**src/hw/rtl/bpwm_pkg.sv**
```systemverilog
// Shared types and constants for the busy pin wait monitor.
package bpwm_pkg;

   localparam int CountWidthDefault = 16;

   localparam int CSR_INDEX_WIDTH = 3;
   localparam int CSR_DATA_WIDTH  = 16;
   localparam int MS_WIDTH        = 16;

   // Register indexes on the csr port
   localparam logic [CSR_INDEX_WIDTH-1:0] CSR_POLARITY_MODE  = 3'd0;
   localparam logic [CSR_INDEX_WIDTH-1:0] CSR_HOOK_THRESHOLD = 3'd1;
   localparam logic [CSR_INDEX_WIDTH-1:0] CSR_TOTAL_TIMEOUT  = 3'd2;
   localparam logic [CSR_INDEX_WIDTH-1:0] CSR_START_WINDOW   = 3'd3;
   localparam logic [CSR_INDEX_WIDTH-1:0] CSR_PHASE_ONE_LIM  = 3'd4;
   localparam logic [CSR_INDEX_WIDTH-1:0] CSR_BEGIN_HOOK_EN  = 3'd5;
   localparam logic [CSR_INDEX_WIDTH-1:0] CSR_END_HOOK_EN    = 3'd6;

   // Polarity modes; the unused code behaves as two-phase
   localparam logic [1:0] MODE_ACTIVE_HIGH = 2'd0;
   localparam logic [1:0] MODE_ACTIVE_LOW  = 2'd1;
   localparam logic [1:0] MODE_TWO_PHASE   = 2'd2;

   // Result codes
   localparam logic [1:0] RES_COMPLETED = 2'd0;
   localparam logic [1:0] RES_NEVER     = 2'd1;
   localparam logic [1:0] RES_TIMEOUT   = 2'd2;

   // Register reset values
   localparam logic [1:0]          POLARITY_RESET      = 2'd0;
   localparam logic [MS_WIDTH-1:0] HOOK_THRESHOLD_RESET = 16'd1000;
   localparam logic [MS_WIDTH-1:0] TOTAL_TIMEOUT_RESET  = 16'd30000;
   localparam logic [MS_WIDTH-1:0] START_WINDOW_RESET   = 16'd100;
   localparam logic [MS_WIDTH-1:0] PHASE_ONE_LIM_RESET  = 16'd1000;

   typedef struct packed {
      logic start_wait;
      logic busy_level;
   } req_payload_type;

   typedef struct packed {
      logic       wait_done;
      logic [1:0] result_code;
      logic       hook_begin;
      logic       hook_end;
      logic       waiting;
   } rsp_payload_type;

endpackage

```
**src/hw/rtl/bpwm_stream_if.sv**
```systemverilog
// Valid/ready stream interface carrying one payload per transaction.
interface bpwm_stream_if #(
   parameter type payload_type = logic
);
   logic        valid;
   logic        ready;
   payload_type payload;

   modport source (output valid, output payload, input ready);
   modport sink   (input valid, input payload, output ready);
endinterface

```
**src/hw/rtl/busy_pin_wait_monitor_core.sv**
```systemverilog
// Busy pin wait monitor: phase machine, elapsed counter and hook pulses.
//
// Usage: each req_stream transaction is one millisecond tick carrying
// start_wait and the sampled busy_level. Every accepted tick yields exactly
// one rsp_stream transaction with wait_done, result_code, hook_begin,
// hook_end and waiting. Configuration is written through csr_we/csr_index/
// csr_wdata while no tick is in flight; polarity is sampled on the start tick,
// the other registers are read live.
// Output: the result is registered and reaches rsp_stream in the cycle after
// the tick is accepted. Throughput: one tick per cycle unless a held result
// stalls it; phase, counter and result are computed in the same cycle.
// Stall: the result register holds while rsp_stream.ready is low; a new tick
// is taken in the cycle the held result leaves, so req_stream.ready follows
// rsp_stream.ready when a result is pending.
// Reset (synchronous, active high): monitor goes idle, counter clears, the
// result register empties and registers return to their defaults.
module busy_pin_wait_monitor_core #(
   parameter int COUNT_WIDTH = bpwm_pkg::CountWidthDefault
) (
   input  logic                                 clock,
   input  logic                                 reset,
   bpwm_stream_if.sink                          req_stream,
   bpwm_stream_if.source                        rsp_stream,
   input  logic                                 csr_we,
   input  logic [bpwm_pkg::CSR_INDEX_WIDTH-1:0] csr_index,
   input  logic [bpwm_pkg::CSR_DATA_WIDTH-1:0]  csr_wdata
);
   import bpwm_pkg::*;

   localparam int CMP_WIDTH = (COUNT_WIDTH > MS_WIDTH) ? COUNT_WIDTH : MS_WIDTH;

   localparam logic [2:0] PH_IDLE      = 3'd0;
   localparam logic [2:0] PH_AH        = 3'd1;
   localparam logic [2:0] PH_AL_WINDOW = 3'd2;
   localparam logic [2:0] PH_AL_BUSY   = 3'd3;
   localparam logic [2:0] PH_TP_ONE    = 3'd4;
   localparam logic [2:0] PH_TP_TWO    = 3'd5;

   // Configuration registers
   logic [1:0]          polarity_mode_ff;
   logic [MS_WIDTH-1:0] hook_threshold_ff;
   logic [MS_WIDTH-1:0] total_timeout_ff;
   logic [MS_WIDTH-1:0] start_window_ff;
   logic [MS_WIDTH-1:0] phase_one_lim_ff;
   logic                begin_hook_en_ff;
   logic                end_hook_en_ff;

   // Wait state
   logic [2:0]             phase_ff, phase_in;
   logic [COUNT_WIDTH-1:0] elapsed_ff, elapsed_in;
   logic                   long_seen_ff, long_seen_in;
   logic                   fired_ff, fired_in;

   // Result register
   logic            rsp_valid_ff;
   rsp_payload_type rsp_payload_ff, rsp_payload_in;

   logic accept;
   logic start, high;
   logic [2:0] phase_cur;
   logic [CMP_WIDTH-1:0] e_cmp;
   logic run_chk, timeout, finish;
   logic [1:0] code;
   logic hb;

   assign req_stream.ready   = !rsp_valid_ff || rsp_stream.ready;
   assign accept             = req_stream.valid && req_stream.ready;
   assign rsp_stream.valid   = rsp_valid_ff;
   assign rsp_stream.payload = rsp_payload_ff;

   assign start = req_stream.payload.start_wait;
   assign high  = req_stream.payload.busy_level;

   always_comb begin
      phase_cur    = phase_ff;
      elapsed_in   = elapsed_ff;
      long_seen_in = long_seen_ff;
      fired_in     = fired_ff;
      if (start) begin
         elapsed_in   = '0;
         long_seen_in = 1'b0;
         fired_in     = 1'b0;
         case (polarity_mode_ff)
            MODE_ACTIVE_HIGH: phase_cur = PH_AH;
            MODE_ACTIVE_LOW:  phase_cur = PH_AL_WINDOW;
            default:          phase_cur = PH_TP_ONE;
         endcase
      end else if (phase_ff != PH_IDLE && elapsed_ff != {COUNT_WIDTH{1'b1}}) begin
         elapsed_in = elapsed_ff + 1'b1;
      end
      e_cmp = CMP_WIDTH'(elapsed_in);

      phase_in = phase_cur;
      run_chk  = 1'b0;
      finish   = 1'b0;
      code     = RES_COMPLETED;
      case (phase_cur)
         PH_AH, PH_AL_BUSY, PH_TP_TWO: begin
            if ((phase_cur == PH_AH) ? high : !high) begin
               run_chk = 1'b1;
            end else begin
               finish = 1'b1;
            end
         end
         PH_AL_WINDOW: begin
            if (!high && (start || e_cmp < CMP_WIDTH'(start_window_ff))) begin
               phase_in = PH_AL_BUSY;
               run_chk  = 1'b1;
            end else if (e_cmp >= CMP_WIDTH'(start_window_ff)) begin
               finish = 1'b1;
            end
         end
         PH_TP_ONE: begin
            if (!high) begin
               phase_in = PH_TP_TWO;
               run_chk  = 1'b1;
            end else if (e_cmp > CMP_WIDTH'(phase_one_lim_ff)) begin
               finish = 1'b1;
               code   = RES_NEVER;
            end
         end
         default: phase_in = PH_IDLE;
      endcase

      // Long-wait check, then total timeout
      hb      = 1'b0;
      timeout = run_chk && (e_cmp > CMP_WIDTH'(total_timeout_ff));
      if (run_chk && !long_seen_in && e_cmp > CMP_WIDTH'(hook_threshold_ff)) begin
         long_seen_in = 1'b1;
         if (begin_hook_en_ff) begin
            fired_in = 1'b1;
            hb       = 1'b1;
         end
      end
      if (timeout) begin
         finish = 1'b1;
         code   = RES_TIMEOUT;
      end
      if (finish) begin
         phase_in = PH_IDLE;
      end

      rsp_payload_in.wait_done   = finish;
      rsp_payload_in.result_code = code;
      rsp_payload_in.hook_begin  = hb;
      rsp_payload_in.hook_end    = finish && fired_in && end_hook_en_ff;
      rsp_payload_in.waiting     = (phase_in != PH_IDLE);
   end

   always_ff @(posedge clock) begin
      if (reset) begin
         phase_ff     <= PH_IDLE;
         elapsed_ff   <= '0;
         long_seen_ff <= 1'b0;
         fired_ff     <= 1'b0;
         rsp_valid_ff <= 1'b0;
      end else begin
         if (accept) begin
            phase_ff     <= phase_in;
            elapsed_ff   <= elapsed_in;
            long_seen_ff <= long_seen_in;
            fired_ff     <= fired_in;
            rsp_valid_ff <= 1'b1;
         end else if (rsp_stream.ready) begin
            rsp_valid_ff <= 1'b0;
         end
      end
   end

   always_ff @(posedge clock) begin
      if (accept) begin
         rsp_payload_ff <= rsp_payload_in;
      end
   end

   always_ff @(posedge clock) begin
      if (reset) begin
         polarity_mode_ff  <= POLARITY_RESET;
         hook_threshold_ff <= HOOK_THRESHOLD_RESET;
         total_timeout_ff  <= TOTAL_TIMEOUT_RESET;
         start_window_ff   <= START_WINDOW_RESET;
         phase_one_lim_ff  <= PHASE_ONE_LIM_RESET;
         begin_hook_en_ff  <= 1'b0;
         end_hook_en_ff    <= 1'b0;
      end else if (csr_we) begin
         case (csr_index)
            CSR_POLARITY_MODE:  polarity_mode_ff  <= csr_wdata[1:0];
            CSR_HOOK_THRESHOLD: hook_threshold_ff <= csr_wdata[MS_WIDTH-1:0];
            CSR_TOTAL_TIMEOUT:  total_timeout_ff  <= csr_wdata[MS_WIDTH-1:0];
            CSR_START_WINDOW:   start_window_ff   <= csr_wdata[MS_WIDTH-1:0];
            CSR_PHASE_ONE_LIM:  phase_one_lim_ff  <= csr_wdata[MS_WIDTH-1:0];
            CSR_BEGIN_HOOK_EN:  begin_hook_en_ff  <= csr_wdata[0];
            CSR_END_HOOK_EN:    end_hook_en_ff    <= csr_wdata[0];
            default: ;
         endcase
      end
   end

`ifndef SYNTHESIS
   a_accept_gives_result: assert property (@(posedge clock) disable iff (reset)
      accept |=> rsp_valid_ff)
      else $error("accepted tick produced no result");

   a_waiting_matches_phase: assert property (@(posedge clock) disable iff (reset)
      accept |=> (rsp_payload_ff.waiting == (phase_ff != PH_IDLE)))
      else $error("waiting flag disagrees with phase");

   a_end_hook_at_finish: assert property (@(posedge clock) disable iff (reset)
      (rsp_valid_ff && rsp_payload_ff.hook_end) |-> rsp_payload_ff.wait_done)
      else $error("end hook without finish");

   a_code_only_at_finish: assert property (@(posedge clock) disable iff (reset)
      (rsp_valid_ff && rsp_payload_ff.result_code != RES_COMPLETED)
         |-> rsp_payload_ff.wait_done)
      else $error("result code set without finish");

   a_fired_implies_long: assert property (@(posedge clock) disable iff (reset)
      fired_ff |-> long_seen_ff)
      else $error("begin hook fired without long wait");
`endif

endmodule

```
**src/flat_wrapper.sv**
```systemverilog
// flat-port wrapper written by rule: the top's interface ports become plain ports
module busy_pin_wait_monitor_core_flat import bpwm_pkg::*;
#(
   parameter int COUNT_WIDTH = bpwm_pkg::CountWidthDefault
)
  (clock, reset, csr_we, csr_index, csr_wdata, req_stream_valid, req_stream_payload, req_stream_ready, rsp_stream_valid, rsp_stream_payload, rsp_stream_ready);
  bpwm_stream_if #(.payload_type(req_payload_type)) req_stream_i ();
  bpwm_stream_if #(.payload_type(rsp_payload_type)) rsp_stream_i ();
  input  logic clock;
  input  logic reset;
  input  logic csr_we;
  input  logic [bpwm_pkg::CSR_INDEX_WIDTH-1:0] csr_index;
  input  logic [bpwm_pkg::CSR_DATA_WIDTH-1:0] csr_wdata;
  input wire logic [$bits(req_stream_i.valid)-1:0] req_stream_valid;
  input wire logic [$bits(req_stream_i.payload)-1:0] req_stream_payload;
  output wire logic [$bits(req_stream_i.ready)-1:0] req_stream_ready;
  output wire logic [$bits(rsp_stream_i.valid)-1:0] rsp_stream_valid;
  output wire logic [$bits(rsp_stream_i.payload)-1:0] rsp_stream_payload;
  input wire logic [$bits(rsp_stream_i.ready)-1:0] rsp_stream_ready;
  assign req_stream_i.valid = req_stream_valid;
  assign req_stream_i.payload = req_stream_payload;
  assign req_stream_ready = req_stream_i.ready;
  assign rsp_stream_valid = rsp_stream_i.valid;
  assign rsp_stream_payload = rsp_stream_i.payload;
  assign rsp_stream_i.ready = rsp_stream_ready;
  busy_pin_wait_monitor_core #(.COUNT_WIDTH(COUNT_WIDTH)) u_core (.clock(clock), .reset(reset), .req_stream(req_stream_i), .rsp_stream(rsp_stream_i), .csr_we(csr_we), .csr_index(csr_index), .csr_wdata(csr_wdata));
endmodule
```
**config.mk**
```make
export PLATFORM = sky130hd
export DESIGN_NAME = busy_pin_wait_monitor_core_flat
export DESIGN_NICKNAME = d
export VERILOG_FILES = /design/src/hw/rtl/bpwm_pkg.sv /design/src/hw/rtl/bpwm_stream_if.sv /design/src/hw/rtl/busy_pin_wait_monitor_core.sv /design/src/flat_wrapper.sv
export SDC_FILE = /design/constraint.sdc
export NUM_CORES = 1
export LEC_CHECK = 0
export ABC_AREA = 0
export BUFFER_PORTS_ARGS = -buffer_cell sky130_fd_sc_hd__buf_2
export CAP_MARGIN = 20
export CORE_MARGIN = 8
export CORE_UTILIZATION = 40
export CTS_CLUSTER_SIZE = 28
export DETAILED_ROUTE_END_ITERATION = 8
export HOLD_SLACK_MARGIN = 0.15
export SLEW_MARGIN = 10
export SYNTH_ARGS = -nofsm -noshare
export SYNTH_HDL_FRONTEND = slang
export SYNTH_SLANG_ARGS = --single-unit
export TNS_END_PERCENT = 20
```
**constraint.sdc**
```tcl
create_clock -name clock -period 10 [get_ports clock]
set_input_delay 2 -clock clock [delete_from_list [all_inputs] [get_ports clock]]
set_output_delay 2 -clock clock [all_outputs]
set_load 0.05 [all_outputs]
```
==> results.json, run 1 <==
{
  "outcome": "finished clean",
  "cts_buffer_depth": 2,
  "final_util": 0.4430,
  "synth.area.mux_share": 0.006894,
  "grt_max_degree": 92,
  "dp.cells": 922,
  "synth-xor-area-share": 0.02262,
  "ys_ff_latch": 96,
  "synth_top_family_by_area": "simple AND/OR/NAND/NOR gates",
  "synthFlopType": "dfxtp_1",
  "rsz0062_at_grt": "no",
  "rows": 44,
  "cts_made_buffers": 9,
  "clkSinkCount": 96,
  "grt_usage": 0.1736,
  "place_hpwl_um": 11640,
  "dp_slack_ps": 5058,
  "fin_skew_ps": 9.350,
  "nNetsFinal": 840,
  "synth_simple_gate_area_frac": 0.2262,
  "hold_viol": 0,
  "clock_latency_ps": 360,
  "die-area_um2": 18630,
  "maxCapViolations": 0,
  "slew_headroom": 0.3500,
  "rrSetupSlack_ps": 5740,
  "cts_tree": "built",
  "drive_above_1_share": 0.08488,
  "io_buffers": 33,
  "grt_pass1_vias": 4909,
  "startpoint_type": "input pin",
  "reg2regPathDepth": 15,
  "layout_common_cells": "nand2_1 (118), dfxtp_1 (90), a21oi_1 (84)",
  "via_per_inst": 5.471,
  "r2r_end": "u_core.rsp_stream.payload[1]$_DFFE_PP_",
  "worst_slack_ps": 5389,
  "p_leak_nw": 2.638,
  "io_pins": 34,
  "wl_um": 15650,
  "cts_resized": 0,
  "num_vias": 5132,
  "grt_pass1_wl_um": 25390,
  "drv_slew": 0,
  "fin_crit_sh": 0.4611,
  "hold_slack_ps": 456.6,
  "layout_commonest_cell": "nand2_1",
  "place_area_um2": 6077,
  "gp_congestion": 0.8577,
  "critPathKind": "input pin to register",
  "start_util": 0.4042,
  "arrival_ps": 4730,
  "drt-initial-drc-count": 418,
  "holdBufCountCts": 0,
  "fin_cells": 938,
  "p_total_mw": 0.8238,
  "setup_viol_count_final": 0,
  "worst_pin_slew_ps": 975.1,
  "synth_cell_types": 62,
  "end_kind": "register",
  "die_x_um": 136.5,
  "tns_ps": 0,
  "antenna_found_initial": 0,
  "dieHeight_um": 136.5,
  "ant_nets": 0,
  "routedWlPerCell_um": 16.68,
  "irDropWorstVdd_v": 0.00007467,
  "startpoint": "req_stream_payload[1]",
  "core-area_um2": 14370,
  "seq_area_frac_synth": 0.3412,
  "syn_inst": 735,
  "worstPathMaxFanout": 41,
  "crit_required_ps": 10120,
  "power_density_nw_per_um2": 129.4,
  "synth_compound_area_frac": 0.1947,
  "syn_area_per_cell_um2": 7.902,
  "drc": 0,
  "syn_area_um2": 5808,
  "syn_to_final_growth_pct": 9.586,
  "yosys_warnings": 0,
  "clkTransAtPathRegs_ps": 70,
  "synth_edf_count": 6,
  "gr-total-overflow": 0,
  "worstHoldPathCells": 2,
  "design_area_um2": 6365,
  "synth_nets": 826,
  "drtPass1Iterations": 5,
  "n_antenna_cell": 0,
  "clockRootBuffer": "clkbuf_16",
  "fin_crit_ps": 4611,
  "hold_end": "u_core.total_timeout_ff[9]$_SDFFE_PP0P_",
  "synth_adder_area_share": 0.1400,
  "hold_class": "register to register",
  "max_freq_mhz": 216.9,
  "cts_setup_buffers": 0,
  "cts_htree_levels": 3,
  "r2r-start": "u_core.elapsed_ff[10]$_SDFFE_PP0P_",
  "async_flop_share": 0,
  "hold_start": "u_core.total_timeout_ff[9]$_SDFFE_PP0P_"
}
==> cell families (layout without fill, tap and decap cells) <==
logic type	count (synthesis)	count (layout)
and+or+nand+nor	279	279
DFF	96	96
AOI/OAI and AO/OA	176	176
adders and majority gates	65	65
xor gates and xnor gates	15	15
muxes	4	4
buffers and inverters	100	119
==> cells in the mapped netlist, drive strengths merged (5+ instances only) <==
cell,n,share of area
and2,6,0.0065
o21ai,22,0.019
or3,8,0.0088
a21o,10,0.013
dfxtp,90,0.31
a211oi,6,0.0078
xor2,9,0.014
a21oi,84,0.072
clkbuf,26,0.017
ha,65,0.14
nand3,17,0.015
and3,7,0.0075
nand2,119,0.077
nor2b,8,0.0086
nand4,17,0.021
nor2,72,0.048
inv,68,0.044
buf,6,0.0075
o211ai,6,0.0078
nor3,8,0.0078
nand3b,5,0.0065
edfxtp,6,0.031
a211o,20,0.030
xnor2,6,0.0090
==> registers in the layout, indices dropped and copies added, names as in the netlist, 2 cells and up <==
signal and flops:
u_core.elapsed_ff 16, u_core.hook_threshold_ff 16, u_core.phase_ff 3, u_core.phase_one_lim_ff 16, u_core.polarity_mode_ff 2, u_core.rsp_stream.payload 6, u_core.start_window_ff 16, u_core.total_timeout_ff 16
==> layout make-up <==
class                           count  area (um^2)
Sequential cell                    96         1982
Multi-Input combinational cell    539         3430
Fill cell                        1450         8004
Clock inverter                      6        58.81
Timing Repair Buffer               35        180.2
Inverter                           68        255.2
Tap cell                          184        230.2
Clock buffer                       10        229.0
==> worst max-delay path, stage by stage <==
cell and delay [ps]:
buf_2 550, nor2_1 260, ha_1 380, a211oi_1 250, o21ai_0 130, o211ai_1 170
a41oi_1 280, a311oi_2 360, nand2_2 130, and3b_1 190
==> routing by layer <==
metal	vias to the layer above	global-route usage	part of all wire
li1	2572	-	-
met1	2444	0.2286	0.48
met2	103	0.2830	0.46
met3	13	0.02093	0.035
met4	0	0.06833	0.016
met5	-	0	0
==> worst max-delay path by stage <==
stage	end
2_1_floorplan	u_core.rsp_stream.payload[1]$_DFFE_PP_
3_3_place_gp	u_core.rsp_stream.payload[1]$_DFFE_PP_
3_5_place_dp	u_core.rsp_stream.payload[1]$_DFFE_PP_
4_1_cts	u_core.rsp_stream.payload[1]$_DFFE_PP_
5_1_grt	u_core.rsp_stream.payload[1]$_DFFE_PP_
6_report	u_core.rsp_stream.payload[1]$_DFFE_PP_
==> where the power goes <==
part | internal (mW) | switching, mW
registers | 0.395 | 0.00423
clock network | 0.193 | 0.155
logic | 0.0234 | 0.0530
No activity file was read; power rests on OpenSTA's default activity.
==> inputs of run 2 (changes only) <==
==> constraint.sdc (replaced) <==
create_clock -name clock -period 4.69 [get_ports clock]
set_input_delay 0.938 -clock clock [delete_from_list [all_inputs] [get_ports clock]]
set_output_delay 0.938 -clock clock [all_outputs]
set_load 0.05 [all_outputs]
==> results.json, run 2 (same netlist as run 1, synthesis figures left out) <==
{
  "final_util": 0.4464,
  "maxCapViolations": 0,
  "antenna_found_initial": 0,
  "grt_pass1_vias": 4842,
  "outcome": "finished clean",
  "rsz0062_at_grt": "no",
  "p_leak_nw": 2.650,
  "drc": 0,
  "num_vias": 5198,
  "fin_crit_ps": 4065,
  "dieHeight_um": 136.5,
  "fin_skew_ps": 6.391,
  "nNetsFinal": 840,
  "ant_nets": 0,
  "clkSinkCount": 96,
  "fin_cells": 938,
  "cts_made_buffers": 9,
  "fin_crit_sh": 0.8666,
  "holdBufCountCts": 0,
  "clock_latency_ps": 360,
  "clkTransAtPathRegs_ps": 70,
  "n_antenna_cell": 0,
  "grt_pass1_wl_um": 25100,
  "drive_above_1_share": 0.08621,
  "wl_um": 15660,
  "startpoint_type": "register",
  "grt_max_degree": 55,
  "drt-initial-drc-count": 492,
  "dp.cells": 922,
  "hold_viol": 0,
  "start_util": 0.4042,
  "arrival_ps": 4180,
  "setup_viol_count_final": 0,
  "clockRootBuffer": "clkbuf_16",
  "via_per_inst": 5.542,
  "area.sequential_um2": 1982,
  "place_hpwl_um": 11770,
  "routedWlPerCell_um": 16.69,
  "die_x_um": 136.5,
  "slew_headroom": 0.3242,
  "nFillCells": 1419,
  "crit_required_ps": 4810,
  "tns_ps": 0,
  "hold_class": "register to register",
  "cts_htree_levels": 3,
  "die-area_um2": 18630,
  "io_pins": 34,
  "layout_common_cells": "nand2_1 (118), dfxtp_1 (90), a21oi_1 (84)",
  "cts_tree": "built",
  "layout_commonest_cell": "nand2_1",
  "rows": 44,
  "multi_input_area_um2": 3430,
  "gp_congestion": 0.8848,
  "grt_usage": 0.1711,
  "cts_setup_buffers": 0,
  "gr-total-overflow": 0,
  "power_density_nw_per_um2": 285.4,
  "cts_buffer_depth": 2,
  "critPathKind": "register to register",
  "max_freq_mhz": 246.0,
  "p_total_mw": 1.830,
  "worst_pin_slew_ps": 1014,
  "cts_resized": 0,
  "drtPass1Iterations": 5,
  "io_buffers": 33,
  "core-area_um2": 14370,
  "syn_to_final_growth_pct": 10.43,
  "worstPathMaxFanout": 12,
  "end_kind": "register",
  "irDropWorstVdd_v": 0.0001548,
  "drv_slew": 0
}
==> run 2: final timing paths <==
kind / to / slack [ps] / start / depth (start not counted)
setup / recovery: u_core.rsp_stream.payload[1]$_DFFE_PP_ / 630 / u_core.elapsed_ff[0]$_SDFFE_PP0P_ / 15
hold reg to reg: u_core.phase_one_lim_ff[11]$_SDFFE_PP0P_ / 460 / u_core.phase_one_lim_ff[11]$_SDFFE_PP0P_ / 2
setup reg to reg: u_core.rsp_stream.payload[1]$_DFFE_PP_ / 630 / u_core.elapsed_ff[0]$_SDFFE_PP0P_ / 15
hold / removal: u_core.phase_one_lim_ff[11]$_SDFFE_PP0P_ / 460 / u_core.phase_one_lim_ff[11]$_SDFFE_PP0P_ / 2
==> run 2: critical path, cell delays in order, from the launching register on <==
cell,delay (ps)
dfxtp_1,360
ha_1,280
nand4_1,260
o31ai_4,110
nor2_2,430
nand3_1,180
xor2_1,170
nor2_1,310
ha_1,220
and3_1,240
nand4_1,180
o31ai_1,290
a41oi_1,130
a311oi_2,350
nand2_2,130
and3b_1,190
==> run 2: per-stage QoR <==
stage               hold slack [ps]  cell area, um^2  setup slack (ps)
floorplan                     436.3             5808              1117
global placement              447.3             6077             753.9
detailed placement            451.0             6077             670.8
CTS                           460.4             6414             624.2
global route                  477.5             6414             193.4
finish                        458.1             6414             625.5
==> run 2: final cells by class <==
cell class | count | area share
Multi-Input combinational cell | 539 | 0.5347
Sequential cell | 96 | 0.3090
Clock buffer | 13 | 0.04545
Inverter | 68 | 0.03980
Tap cell | 184 | 0.03590
Timing Repair Buffer | 35 | 0.02809
Clock inverter | 3 | 0.007023
==> run 2: power by group <==
group / internal (mW) / switching (mW) / total, mW
Clock: 0.489 / 0.325 / 0.814
Combinational: 0.0501 / 0.114 / 0.164
Sequential: 0.843 / 0.00904 / 0.852
Total: 1.38 / 0.448 / 1.83
==> run 2: routing by layer <==
layer / share of wire / vias to the layer above / global-route usage
met5: 0 / - / 0
met4: 0.025 / 0 / 0.07261
met3: 0.045 / 23 / 0.03084
met2: 0.45 / 144 / 0.2697
met1: 0.48 / 2456 / 0.2247
li1: - / 2575 / -
==> inputs of run 3 (changes only) <==
--- a/config.mk
+++ b/config.mk
@@ -10,6 +10,7 @@
 export CAP_MARGIN = 20
 export CORE_MARGIN = 8
 export CORE_UTILIZATION = 40
+export CTS_BUF_LIST = sky130_fd_sc_hd__clkbuf_8
 export CTS_CLUSTER_SIZE = 28
 export DETAILED_ROUTE_END_ITERATION = 8
 export HOLD_SLACK_MARGIN = 0.15
==> results.json, run 3 (same netlist as run 1, synthesis figures left out) <==
{
  "hold_class": "register to register",
  "ant_nets": 0,
  "place_hpwl_um": 11770,
  "critPathKind": "register to register",
  "grt_max_degree": 55,
  "clkSinkCount": 96,
  "startpoint_type": "register",
  "cts_htree_levels": 3,
  "drtPass1Iterations": 5,
  "grt_pass1_wl_um": 25080,
  "drive_above_1_share": 0.08621,
  "gr-total-overflow": 0,
  "cts_tree": "built",
  "max_freq_mhz": 245.7,
  "setup_viol_count_final": 0,
  "clockRootBuffer": "clkbuf_8",
  "antenna_found_initial": 0,
  "cts_setup_buffers": 0,
  "fin_crit_sh": 0.8679,
  "hold_viol": 0,
  "cts_buffer_depth": 2,
  "rsz0062_at_grt": "no",
  "maxCapViolations": 0,
  "gp_congestion": 0.8848,
  "holdBufCountCts": 0,
  "clock_latency_ps": 390,
  "num_vias": 5228,
  "dieHeight_um": 136.5,
  "rows": 44,
  "via_per_inst": 5.574,
  "layout_commonest_cell": "nand2_1",
  "n_antenna_cell": 0,
  "power_density_nw_per_um2": 263.4,
  "clkTransAtPathRegs_ps": 100,
  "outcome": "finished clean",
  "p_leak_nw": 2.606,
  "io_buffers": 33,
  "wl_um": 15630,
  "worstHoldPathCells": 2,
  "hold_slack_ps": 461.4,
  "drc": 0,
  "fin_crit_ps": 4070,
  "die-area_um2": 18630,
  "core-area_um2": 14370,
  "start_util": 0.4042,
  "nNetsFinal": 840,
  "arrival_ps": 4230,
  "tns_ps": 0,
  "crit_required_ps": 4850,
  "drt-initial-drc-count": 435,
  "layout_common_cells": "nand2_1 (118), dfxtp_1 (90), a21oi_1 (84)",
  "cts_resized": 0,
  "cts_made_buffers": 9,
  "end_kind": "register",
  "grt_usage": 0.1708,
  "fin_skew_ps": 12.35,
  "drv_slew": 0,
  "worstPathMaxFanout": 12,
  "io_pins": 34,
  "worst_pin_slew_ps": 1014,
  "irDropWorstVdd_v": 0.0001165,
  "die_x_um": 136.5,
  "syn_to_final_growth_pct": 8.768,
  "slew_headroom": 0.3241,
  "grt_pass1_vias": 4826,
  "routedWlPerCell_um": 16.66,
  "reg2regPathDepth": 14
}
==> run 3: changes by cell type in the layout (fill, tap and decap cells not counted) <==
cell	delta
bufinv_16	+1
clkbuf_8	+9
clkbuf_16	-10
==> run 3: layer usage <==
layer  vias up  wire [um]  part of all wire  global-route usage
li1       2570          -                 -                   -
met1      2477       7438              0.48              0.2252
met2       158       7165              0.46              0.2724
met3        23        698             0.045             0.03010
met4         0        325             0.021             0.06467
met5         -          0                 0                   0
==> run 3: power breakdown <==
part           internal (mW)  switching, mW
logic                 0.0500          0.114
registers              0.842        0.00902
clock network          0.344          0.305
==> run 3: area by class of cell <==
| cell class | count | area, um^2 |
|---|---|---|
| inverters | 68 | 255.2 |
| repair buffers | 35 | 180.2 |
| fillers | 1427 | 8051 |
| clock buffers | 12 | 165.2 |
| multi-input cells | 539 | 3430 |
| well taps | 184 | 230.2 |
| clock inverters | 4 | 75.07 |
| flip-flops and latches | 96 | 1982 |
==> run 3: metrics by stage <==
step | cell area (um^2) | std cells | setup WS [ps] | power [mW] | util
3_3_place_gp | 6077 | 922 | 753.9 | 1.028 | 0.4229
4_1_cts | 6317 | 938 | 623.1 | 1.681 | 0.4397
3_5_place_dp | 6077 | 922 | 670.8 | 1.034 | 0.4229
2_1_floorplan | 5808 | 735 | 1117 | 0.9783 | -
5_1_grt | 6317 | 938 | 179.9 | 1.732 | 0.4397
6_report | 6317 | 938 | 619.6 | 1.664 | 0.4397
==> run 3: final timing paths <==
path	startpoint	to	slack (ps)
min	u_core.phase_one_lim_ff[11]$_SDFFE_PP0P_	u_core.phase_one_lim_ff[11]$_SDFFE_PP0P_	460
max	u_core.elapsed_ff[0]$_SDFFE_PP0P_	u_core.rsp_stream.payload[1]$_DFFE_PP_	620
max reg2reg	u_core.elapsed_ff[0]$_SDFFE_PP0P_	u_core.rsp_stream.payload[1]$_DFFE_PP_	620
min reg2reg	u_core.phase_one_lim_ff[11]$_SDFFE_PP0P_	u_core.phase_one_lim_ff[11]$_SDFFE_PP0P_	460
==> run 3: worst max-delay path, stage by stage (launching register included) <==
cell and delay, ps:
dfxtp_1 370, ha_1 280, nand4_1 260, o31ai_4 110, nor2_2 430, nand3_1 180, xor2_1 170, nor2_1 320
ha_1 230, nand4_1 190, a2111o_1 470, a41oi_2 250, a221o_1 270, nand2_2 100, and3b_1 190
